===== config.mk =====
export PLATFORM = sky130hd
export DESIGN_NAME = dcbf_cell
export DESIGN_NICKNAME = d
export VERILOG_FILES = /design/src/design/dcbf_pkg.sv /design/src/design/dcbf_cell.sv
export SDC_FILE = /design/constraint.sdc
export NUM_CORES = 1
export LEC_CHECK = 0
export BUFFER_PORTS_ARGS = -buffer_cell sky130_fd_sc_hd__buf_4
export CORE_AREA = 3 3 101 83
export CTS_CLUSTER_DIAMETER = 30
export DETAILED_ROUTE_END_ITERATION = 7
export DIE_AREA = 0 0 104 86
export GPL_TIMING_DRIVEN = 0
export MAX_ROUTING_LAYER = met4
export PLACE_DENSITY_LB_ADDON = 0.08
export SLEW_MARGIN = 0
export SYNTH_ARGS = -nofsm -noshare
export SYNTH_HDL_FRONTEND = slang
export SYNTH_SLANG_ARGS = --single-unit

===== constraint.sdc =====
create_clock -name aclk -period 5 [get_ports aclk]
set_input_delay 0.25 -clock aclk [delete_from_list [all_inputs] [get_ports aclk]]
set_output_delay 0.25 -clock aclk [all_outputs]
set_load 0.05 [all_outputs]

===== src/design/dcbf_pkg.sv =====
// Shared types and constants of the distance cutoff bond finder.
`timescale 1ns / 1ps

package dcbf_pkg;

    // Store size and derived widths
    localparam int MAX_ATOMS = 64;
    localparam int IDX_W     = $clog2(MAX_ATOMS);
    localparam int CNT_W     = $clog2(MAX_ATOMS + 1);

    // Coordinate and distance arithmetic widths
    localparam int COORD_W = 25;
    localparam int DIFF_W  = COORD_W + 1;
    localparam int SQ_W    = 2 * COORD_W;
    localparam int SUM_W   = SQ_W + 2;
    localparam int LIMIT_W = 32;

    // Configuration port
    localparam int CFG_IDX_W = 2;
    localparam logic [CFG_IDX_W-1:0] CFG_BOND_LIMIT  = CFG_IDX_W'(0);
    localparam logic [CFG_IDX_W-1:0] CFG_SHORT_LIMIT = CFG_IDX_W'(1);

    // Reset values of the limits: 1.58 A and 1.45 A, squared, in square milliangstrom
    localparam logic [LIMIT_W-1:0] BOND_LIMIT_RST  = LIMIT_W'(2496400);
    localparam logic [LIMIT_W-1:0] SHORT_LIMIT_RST = LIMIT_W'(2102500);

    // One atom as held in a cell
    typedef struct packed {
        logic signed [COORD_W-1:0] x;
        logic signed [COORD_W-1:0] y;
        logic signed [COORD_W-1:0] z;
        logic                      carbon;
    } atom_t;

    // Comparison token carried alongside the distance pipeline
    typedef struct packed {
        logic             live;   // token present in this stage
        logic             cand;   // stored atom index is below the new index
        logic             eos;    // last position of the scan
        logic             cc;     // both atoms are carbon
        logic [IDX_W-1:0] idx;    // index of the stored atom
    } tok_t;

endpackage


===== src/design/dcbf_cell.sv =====
// One storage cell of the rotating atom ring.
`timescale 1ns / 1ps

module dcbf_cell (
    input  logic            aclk,
    input  logic            shift_en,
    input  dcbf_pkg::atom_t nbr_in,
    input  logic            wr_en,
    input  dcbf_pkg::atom_t wr_data,
    output dcbf_pkg::atom_t atom_out
);

    dcbf_pkg::atom_t atom_reg;
    dcbf_pkg::atom_t atom_next;

    // A write wins over the shift; after a full turn the shifted value is the old entry anyway
    always_comb begin
        atom_next = atom_reg;
        if (wr_en) begin
            atom_next = wr_data;
        end else if (shift_en) begin
            atom_next = nbr_in;
        end
    end

    always_ff @(posedge aclk) begin
        atom_reg <= atom_next;
    end

    assign atom_out = atom_reg;

endmodule


==> results.ini <==
[run_status]
status = finished, final reports clean

[logic_synthesis]
syn_area_per_cell_um2 = 20.6
synthSimpleGateAreaFrac_pct = 0.188
synth_compound_area_share_pct = 0
synth_xor_area_share_pct = 0
synthesis.nets = 317
postSynthCellCount = 162
yosysSeqAreaShare_pct = 68.5
synth_cell_types = 6
yosysWarningCount = 0
syn_area_um2 = 3330
synthAdderAreaFrac_pct = 0
ys_seq_elements = 76
synthMuxAreaShare_pct = 29.0
synth_top_family_by_area = multiplexers

[global_routing]
grt_pass1_wl_um = 13300
grt_pass1_vias = 2591
grt_antenna_before_repair = 0
grt_remaining_overflow = 0
grt_usage_pct = 20.3
grt_max_degree = 69

[die]
core_um2 = 7430
start_util_pct = 44.8
dieHeight_um = 86
io_pins = 231
die_x_um = 104
rows = 28
dieArea_um2 = 8940

[sta]
max_freq_mhz = 789
worst_slew_pin_slew_ps = 338
fin_tns_setup_ps = 0
setup_violations = 0
drv_slew = 0
fin_crit_ps = 1270
finalCritPeriodShare_pct = 25.3
rsz0062_at_grt = no
hold_viol = 0
maxSlewHeadroom_pct = 77.5

[layout]
final_nets = 558
drive_gt1_share_pct = 81.1
nFillCells = 528
largest_reg_flops = 76
num_antenna_cells = 0
seq_area_um2 = 2280
multi_input_area_um2 = 973
syn2layout_area_growth_pct = 62.3

[critical_path]
critical_path_peak_fanout = 68
critPathCaptureType = flip-flop
worstPathArrival_ps = 1270
slowest_stage = buf_16
crit_required_ps = 5010
path_cells = buf_6 -> buf_6 -> buf_6 -> or2_4 -> buf_16
critPathLaunchType = primary input
crit_path_frequent_cell = buf_6
critical_path_buf_inv_count = 4
path_class = in2reg
max_stage_delay_ps = 330
cp_top_family = buffers and inverters

[place]
gp_congestion = 0.764
hpwl_um = 7080
portBuffers = 229

[clock_tree]
holdBufCountCts = 0
cts_setup_buffers = 0
cts_resized = 0
numCtsBuffers = 9
cts.sinks = 76
clk_pin_slew_ps = 80
cts_buffer_depth = 2
cts_tree = done
root_buffer = clkbuf_8
htree_num_levels = 3

[detailed_routing]
wirelength_um = 8870
ant_nets = 0
drt_first_pass_iters = 4
initialDrtViolationCount = 55
wl_per_cell_um = 17.3
route.detailed.drc = 0
vias = 2362
viasPerCell = 4.60

[power_and_ir_drop]
vdd_drop_max_mv = 0.171
p_per_area_nw_per_um2 = 334
p_leak_nw = 2.46
totalPowerFinal_w = 0.00181

[hold_path]
min_path_type = in2reg

[job]
drv_cap = 0

## cell usage in the layout (no fill, tap or decap), drive strengths merged
cell type  netlist  final
clkbuf           0     10
or2              1      1
clkinvlp         0      1
edfxtp          76     76
buf              9    239
bufinv           0      1
mux2            76     76
clkinv           0      4
## synth_stat cells
cell type | count | area (um2)
buf_2 | 4 | 20.0
buf_6 | 5 | 56.3
edfxtp_1 | 76 | 2280
mux2_2 | 47 | 529
mux2_4 | 29 | 435
or2_1 | 1 | 6.26
## area by class of cell
type	instances	share of cell area, %
sequential	76	42.2
timing repair buffer	230	32.3
multi-input combinational	77	18.0
tap	105	2.43
clock buffer	10	2.36
buffer	9	1.41
clock inverter	6	1.20
## path summary, 6_finish.rpt
kind	start	to	slack (ps)	cells past startpoint
max	wr_en	atom_out[20]	3730	5
min	nbr_in[65]	atom_out[65]	200	2
## through the flow
step	hold slack, ps	area, um2	instances	util (%)	setup slack [ps]
2_1_floorplan	467	3330	162	-	2220
3_3_place_gp	551	5180	496	69.7	1490
3_5_place_dp	553	5210	497	70.1	3380
4_1_cts	182	5400	513	72.7	3750
5_1_grt	178	5400	513	72.7	3690
6_report	205	5400	513	72.7	3730
## power by group
group | switching (W) | internal, W | leakage [nW] | total [W]
Clock | 0.000220 | 0.000231 | 0.0962 | 0.000451
Sequential | 0.0000199 | 0.000782 | 0.774 | 0.000802
Combinational | 0.000333 | 0.000221 | 1.59 | 0.000553
## layer usage
metal,part of all wire [%],vias up,track usage (%)
li1,-,1117,-
met1,34,1083,19.5
met2,56,143,37.8
met3,8.3,19,7.30
met4,2.2,0,7.61
met5,0,-,-
## cells by family after synthesis
| kind of cell | count (synthesis) |
|---|---|
| mux | 76 |
| flops | 76 |
| buf+inv | 9 |
| simple gates | 1 |
Note: power is estimated with default switching activity, not from simulation.
