--- src/design/dcbf_pkg.sv ---
// Shared types and constants of the distance cutoff bond finder.
`timescale 1ns / 1ps

package dcbf_pkg;

    // Store size and derived widths
    localparam int MAX_ATOMS = 64;
    localparam int IDX_W     = $clog2(MAX_ATOMS);
    localparam int CNT_W     = $clog2(MAX_ATOMS + 1);

    // Coordinate and distance arithmetic widths
    localparam int COORD_W = 25;
    localparam int DIFF_W  = COORD_W + 1;
    localparam int SQ_W    = 2 * COORD_W;
    localparam int SUM_W   = SQ_W + 2;
    localparam int LIMIT_W = 32;

    // Configuration port
    localparam int CFG_IDX_W = 2;
    localparam logic [CFG_IDX_W-1:0] CFG_BOND_LIMIT  = CFG_IDX_W'(0);
    localparam logic [CFG_IDX_W-1:0] CFG_SHORT_LIMIT = CFG_IDX_W'(1);

    // Reset values of the limits: 1.58 A and 1.45 A, squared, in square milliangstrom
    localparam logic [LIMIT_W-1:0] BOND_LIMIT_RST  = LIMIT_W'(2496400);
    localparam logic [LIMIT_W-1:0] SHORT_LIMIT_RST = LIMIT_W'(2102500);

    // One atom as held in a cell
    typedef struct packed {
        logic signed [COORD_W-1:0] x;
        logic signed [COORD_W-1:0] y;
        logic signed [COORD_W-1:0] z;
        logic                      carbon;
    } atom_t;

    // Comparison token carried alongside the distance pipeline
    typedef struct packed {
        logic             live;   // token present in this stage
        logic             cand;   // stored atom index is below the new index
        logic             eos;    // last position of the scan
        logic             cc;     // both atoms are carbon
        logic [IDX_W-1:0] idx;    // index of the stored atom
    } tok_t;

endpackage

--- src/design/dcbf_dist_pipe.sv ---
// Three-stage squared distance pipeline: differences, squares, sum.
`timescale 1ns / 1ps

module dcbf_dist_pipe (
    input  logic                           aclk,
    input  logic                           aresetn,
    input  logic                           adv,
    input  dcbf_pkg::tok_t                 tok_in,
    input  dcbf_pkg::atom_t                head_atom,
    input  dcbf_pkg::atom_t                new_atom,
    output dcbf_pkg::tok_t                 tok_out,
    output logic [dcbf_pkg::SUM_W-1:0]     dist_sq
);

    localparam int DW = dcbf_pkg::DIFF_W;
    localparam int CW = dcbf_pkg::COORD_W;
    localparam int QW = dcbf_pkg::SQ_W;
    localparam int SW = dcbf_pkg::SUM_W;

    dcbf_pkg::tok_t tok1_reg, tok2_reg, tok3_reg;

    logic signed [DW-1:0] dx_reg, dy_reg, dz_reg;
    logic signed [DW-1:0] dx_next, dy_next, dz_next;
    logic [CW-1:0]        mx, my, mz;
    logic [QW-1:0]        sqx_reg, sqy_reg, sqz_reg;
    logic [QW-1:0]        sqx_next, sqy_next, sqz_next;
    logic [SW-1:0]        sum_reg, sum_next;

    // Stage 1: coordinate differences, sign-extended by one bit
    always_comb begin
        dx_next = {new_atom.x[CW-1], new_atom.x} - {head_atom.x[CW-1], head_atom.x};
        dy_next = {new_atom.y[CW-1], new_atom.y} - {head_atom.y[CW-1], head_atom.y};
        dz_next = {new_atom.z[CW-1], new_atom.z} - {head_atom.z[CW-1], head_atom.z};
    end

    // Stage 2: magnitudes fit CW bits, then square
    always_comb begin
        mx = dx_reg[DW-1] ? CW'(-dx_reg) : CW'(dx_reg);
        my = dy_reg[DW-1] ? CW'(-dy_reg) : CW'(dy_reg);
        mz = dz_reg[DW-1] ? CW'(-dz_reg) : CW'(dz_reg);
        sqx_next = QW'(mx) * QW'(mx);
        sqy_next = QW'(my) * QW'(my);
        sqz_next = QW'(mz) * QW'(mz);
    end

    // Stage 3: sum of squares
    always_comb begin
        sum_next = SW'(sqx_reg) + SW'(sqy_reg) + SW'(sqz_reg);
    end

    // Token flow
    always_ff @(posedge aclk) begin
        if (!aresetn) begin
            tok1_reg <= '0;
            tok2_reg <= '0;
            tok3_reg <= '0;
        end else if (adv) begin
            tok1_reg <= tok_in;
            tok2_reg <= tok1_reg;
            tok3_reg <= tok2_reg;
        end
    end

    // Arithmetic payload
    always_ff @(posedge aclk) begin
        if (adv) begin
            dx_reg  <= dx_next;
            dy_reg  <= dy_next;
            dz_reg  <= dz_next;
            sqx_reg <= sqx_next;
            sqy_reg <= sqy_next;
            sqz_reg <= sqz_next;
            sum_reg <= sum_next;
        end
    end

    assign tok_out = tok3_reg;
    assign dist_sq = sum_reg;

endmodule
--- config.mk ---
export PLATFORM = sky130hd
export DESIGN_NAME = dcbf_dist_pipe
export DESIGN_NICKNAME = d
export VERILOG_FILES = /design/src/design/dcbf_pkg.sv /design/src/design/dcbf_dist_pipe.sv
export SDC_FILE = /design/constraint.sdc
export NUM_CORES = 2
export LEC_CHECK = 0
export ABC_AREA = 1
export BUFFER_PORTS_ARGS = -buffer_cell sky130_fd_sc_hd__buf_4
export CAP_MARGIN = 25
export CORE_MARGIN = 2
export CORE_UTILIZATION = 65
export DETAILED_ROUTE_END_ITERATION = 10
export PLACE_DENSITY = 0.83
export SETUP_SLACK_MARGIN = 0.2
export SLEW_MARGIN = 25
export SYNTH_ARGS = -nofsm -noshare
export SYNTH_HDL_FRONTEND = slang
export SYNTH_SLANG_ARGS = --single-unit
--- constraint.sdc ---
create_clock -name aclk -period 20.6 [get_ports aclk]
set_clock_uncertainty 0.15 [all_clocks]
set_input_delay 5.15 -clock aclk [delete_from_list [all_inputs] [get_ports aclk]]
set_output_delay 5.15 -clock aclk [all_outputs]
set_load 0.01 [all_outputs]
==> run summary <==
• **Async S/R FF share, synth** 0
• **TritonCTS clock tree** done
• **status** completed
• **Layout area overhead** 5.96%
• **sequential standard cell area** 0.00892 sq mm
• **Die Span Y** 346 microns
• **number of global-route vias before repair** 65,000
• **vias post-DR** 61,600
• **final routed wire length divided by cell count** 19.1 microns
• **startpoint type of the worst setup path** flop
• **Initial Utilization** 0.654
• **relative slew slack** 0.311
• **number of instances in the synthesized netlist** 9,343
• **fin nets** 11,800
• **unrepaired setup endpoints after global routing** no
• **worst setup path startpoint** dx_reg[0]
• **fraction of the yosys area taken by sequential cells** 0.118
• **number of core rows** 125
• **detailed router's first-iteration violation count** 5,080
• **data required time at the worst endpoint** 20.77 ns
• **largest stage delay on the critical path** 0.75 ns
• **total wirelength of the detailed-routed design** 211,000 microns
• **count of warnings emitted by yosys** 0
• **CTS resizes** 0
• **worst hold path startpoint** tok1_reg[8]
• **Largest register FFs** 52
• **fraction of layout cells with a size suffix above 1** 0.0462
• **Yosys reg bits** 307
• **number of remaining DRC errors** 0
• **part of the cycle the worst path needs** 0.475
• **number of fill cells in the layout** 9,349
• **wire length of the first global-routing pass** 340,000 microns
• **Tmin final** 9.79 ns
• **area enclosed by the die boundary** 0.119 sq mm
• **pin count of the biggest net entering global routing** 83
• **actual transition at the worst max-transition pin** 1.03 ns
• **vias per cell** 5.57
• **number of buffer cells added on primary ports** 224
• **startpoint of the most critical register-to-register path** dx_reg[0]
• **CTS max path bufs** 3
• **CP endpoint kind** flop
• **last weighted congestion value of the routability-driven placer** 1.01
• **die width** 346 microns
• **number of maximum-capacitance violations** 0
• **Critical Path Slowest Stage Cell** sky130_fd_sc_hd__inv_1
• **synthesized area divided by synthesized cell count** 8.12 sq um
• **total global routing track utilization** 0.364
• **CTS clock-pin slew for the worst setup and hold paths** 0.06 ns
• **cell seen most often among critical-path stages** sky130_fd_sc_hd__inv_1
• **count of clock tree sinks** 307
• **Post-Syn Area** 0.0759 sq mm
• **achievable frequency** 0.102 GHz
• **Hold Fails Final Rpt** 0
• **area taken by multi-input logic gates** 0.0564 sq mm
• **number of failing setup endpoints in the final timing report** 0
• **Root Buffer** sky130_fd_sc_hd__clkbuf_16
• **setup_tns** 0 ns
• **EDFF count, synth** 277
• **hold buffer count at CTS** 0
• **post-route antenna net violation count** 0
• **kind of path behind the tightest hold check** flop to flop
• **Worst-Skew Late Latency** 0.63 ns
• **detailed-routing iteration count for the pre-antenna-repair pass** 6
• **top_reg_cell synth** sky130_fd_sc_hd__edfxtp_1
• **global-route congestion overflow total** 0
• **post-detail-place hpwl** 179,000 microns
• **number of antenna violations at the first check in global routing** 1
• **total setup buffers inserted after CTS** 0
• **largest fanout on the critical path** 26
• **H-Tree Depth** 2
• **number of unique standard cell types used by synthesis** 51
• **Pins Over Slew Limit** 0
• **number of buffers created by CTS** 37
• **num ports** 227
• **Crit Path Class** flop to flop
• **Data arrival, critical path** 9.96 ns
• **core outline area** 0.116 sq mm
-- critical path, delay by kind of cell, from the launching register on --
kind / cells / cell delay [ns]
adders and majority gates: 9 / 4.31
and+or+nand+nor: 12 / 2.56
buffers and inverters: 10 / 1.73
DFF: 1 / 0.72
-- cells in the final DEF (no fill, tap or decap), types with 24 or more instances in the layout --
cell / n
sky130_fd_sc_hd__a21oi_1: 351
sky130_fd_sc_hd__inv_1: 2597
sky130_fd_sc_hd__nand3_1: 262
sky130_fd_sc_hd__ha_1: 665
sky130_fd_sc_hd__edfxtp_1: 277
sky130_fd_sc_hd__nor3_1: 59
sky130_fd_sc_hd__inv_2: 28
sky130_fd_sc_hd__buf_4: 282
sky130_fd_sc_hd__xnor2_1: 54
sky130_fd_sc_hd__a21o_1: 29
sky130_fd_sc_hd__clkbuf_16: 37
sky130_fd_sc_hd__dfxtp_1: 30
sky130_fd_sc_hd__nand2_1: 1657
sky130_fd_sc_hd__o21ai_0: 257
sky130_fd_sc_hd__nor2_1: 1012
sky130_fd_sc_hd__fa_1: 1454
sky130_fd_sc_hd__xor2_1: 167
sky130_fd_sc_hd__o21bai_1: 47
sky130_fd_sc_hd__nand4_1: 80
sky130_fd_sc_hd__o21a_1: 24
-- worst paths after layout --
check	endpoint	slack, ns	depth (start not counted)
min	tok2_reg[8]	0.33	2
max	sqx_reg[46]	10.81	31
min reg2reg	tok2_reg[8]	0.33	2
max reg2reg	sqx_reg[46]	10.81	31
-- layer usage --
layer / wire length (microns) / global-route usage / up-vias
li1: - / - / 28000
met1: 83600 / 0.490 / 30200
met2: 98800 / 0.598 / 2869
met3: 20600 / 0.0651 / 535
met4: 8300 / 0.130 / 0
met5: 0 / 0 / -
-- cell families after synthesis --
kind of cell	count (synthesis)	synth area share
AOI/OAI and AO/OA	745	0.0535
xor gates and xnor gates	233	0.0282
adders and majority gates	2119	0.493
buffers and inverters	2784	0.140
DFF	307	0.118
other	1	0.0000494
and+or+nand+nor	3154	0.167
-- final cells by class --
class | count | share of cell area
clock buffers | 43 | 0.0121
repair buffers | 283 | 0.0265
clock inverters | 23 | 0.00291
inverters | 2631 | 0.123
diodes | 1 | 0.0000311
flip-flops and latches | 307 | 0.111
well taps | 1524 | 0.0237
multi-input cells | 6254 | 0.701
-- cell usage after synthesis (3+ instances only) --
| master | count | area [sq um] |
|---|---|---|
| sky130_fd_sc_hd__inv_1 | 2597 | 9750 |
| sky130_fd_sc_hd__nand2_1 | 1657 | 6220 |
| sky130_fd_sc_hd__fa_1 | 1454 | 29100 |
| sky130_fd_sc_hd__nor2_1 | 1012 | 3800 |
| sky130_fd_sc_hd__ha_1 | 665 | 8320 |
| sky130_fd_sc_hd__a21oi_1 | 351 | 1760 |
| sky130_fd_sc_hd__edfxtp_1 | 277 | 8320 |
| sky130_fd_sc_hd__nand3_1 | 262 | 1310 |
| sky130_fd_sc_hd__o21ai_0 | 257 | 1290 |
| sky130_fd_sc_hd__xor2_1 | 169 | 1480 |
| sky130_fd_sc_hd__buf_2 | 99 | 495 |
| sky130_fd_sc_hd__nand4_1 | 80 | 500 |
| sky130_fd_sc_hd__nor3_1 | 59 | 295 |
| sky130_fd_sc_hd__xnor2_1 | 54 | 473 |
| sky130_fd_sc_hd__o21bai_1 | 47 | 353 |
| sky130_fd_sc_hd__clkbuf_1 | 46 | 173 |
| sky130_fd_sc_hd__dfxtp_1 | 30 | 601 |
| sky130_fd_sc_hd__a21o_1 | 29 | 218 |
| sky130_fd_sc_hd__inv_2 | 28 | 105 |
| sky130_fd_sc_hd__o21a_1 | 24 | 180 |
| sky130_fd_sc_hd__nand2_2 | 23 | 144 |
| sky130_fd_sc_hd__or2_2 | 17 | 106 |
| sky130_fd_sc_hd__a21boi_0 | 13 | 97.6 |
| sky130_fd_sc_hd__nand3b_1 | 10 | 75.1 |
| sky130_fd_sc_hd__nor4_1 | 7 | 43.8 |
| sky130_fd_sc_hd__nor2_2 | 6 | 37.5 |
| sky130_fd_sc_hd__o21ai_1 | 6 | 30.0 |
| sky130_fd_sc_hd__xor2_2 | 6 | 97.6 |
| sky130_fd_sc_hd__a31oi_1 | 5 | 31.3 |
| sky130_fd_sc_hd__clkinv_1 | 5 | 18.8 |
| sky130_fd_sc_hd__o211ai_1 | 5 | 37.5 |
| sky130_fd_sc_hd__and2_1 | 4 | 25.0 |
| sky130_fd_sc_hd__buf_4 | 4 | 30.0 |
| sky130_fd_sc_hd__buf_6 | 4 | 45.0 |
| sky130_fd_sc_hd__nand3_2 | 4 | 40.0 |
| sky130_fd_sc_hd__or3_1 | 4 | 25.0 |
| sky130_fd_sc_hd__a211oi_1 | 3 | 22.5 |
| sky130_fd_sc_hd__o21ai_2 | 3 | 26.3 |
-- stage by stage --
stage	util	setup WS, ns	hold slack, ns	instances	instance area [sq um]
3_5_place_dp	0.682	11.13	0.316	11000	79200
4_1_cts	0.693	11.08	0.332	11100	80400
6_report	0.693	10.81	0.334	11100	80400
3_3_place_gp	0.682	11.19	0.307	11000	79200
2_1_floorplan	-	12.91	0.299	9345	75900
5_1_grt	0.693	10.48	0.356	11100	80400
Power is not shown: default switching activity piles up to over one toggle a cycle in this logic, so the estimate is an artifact.
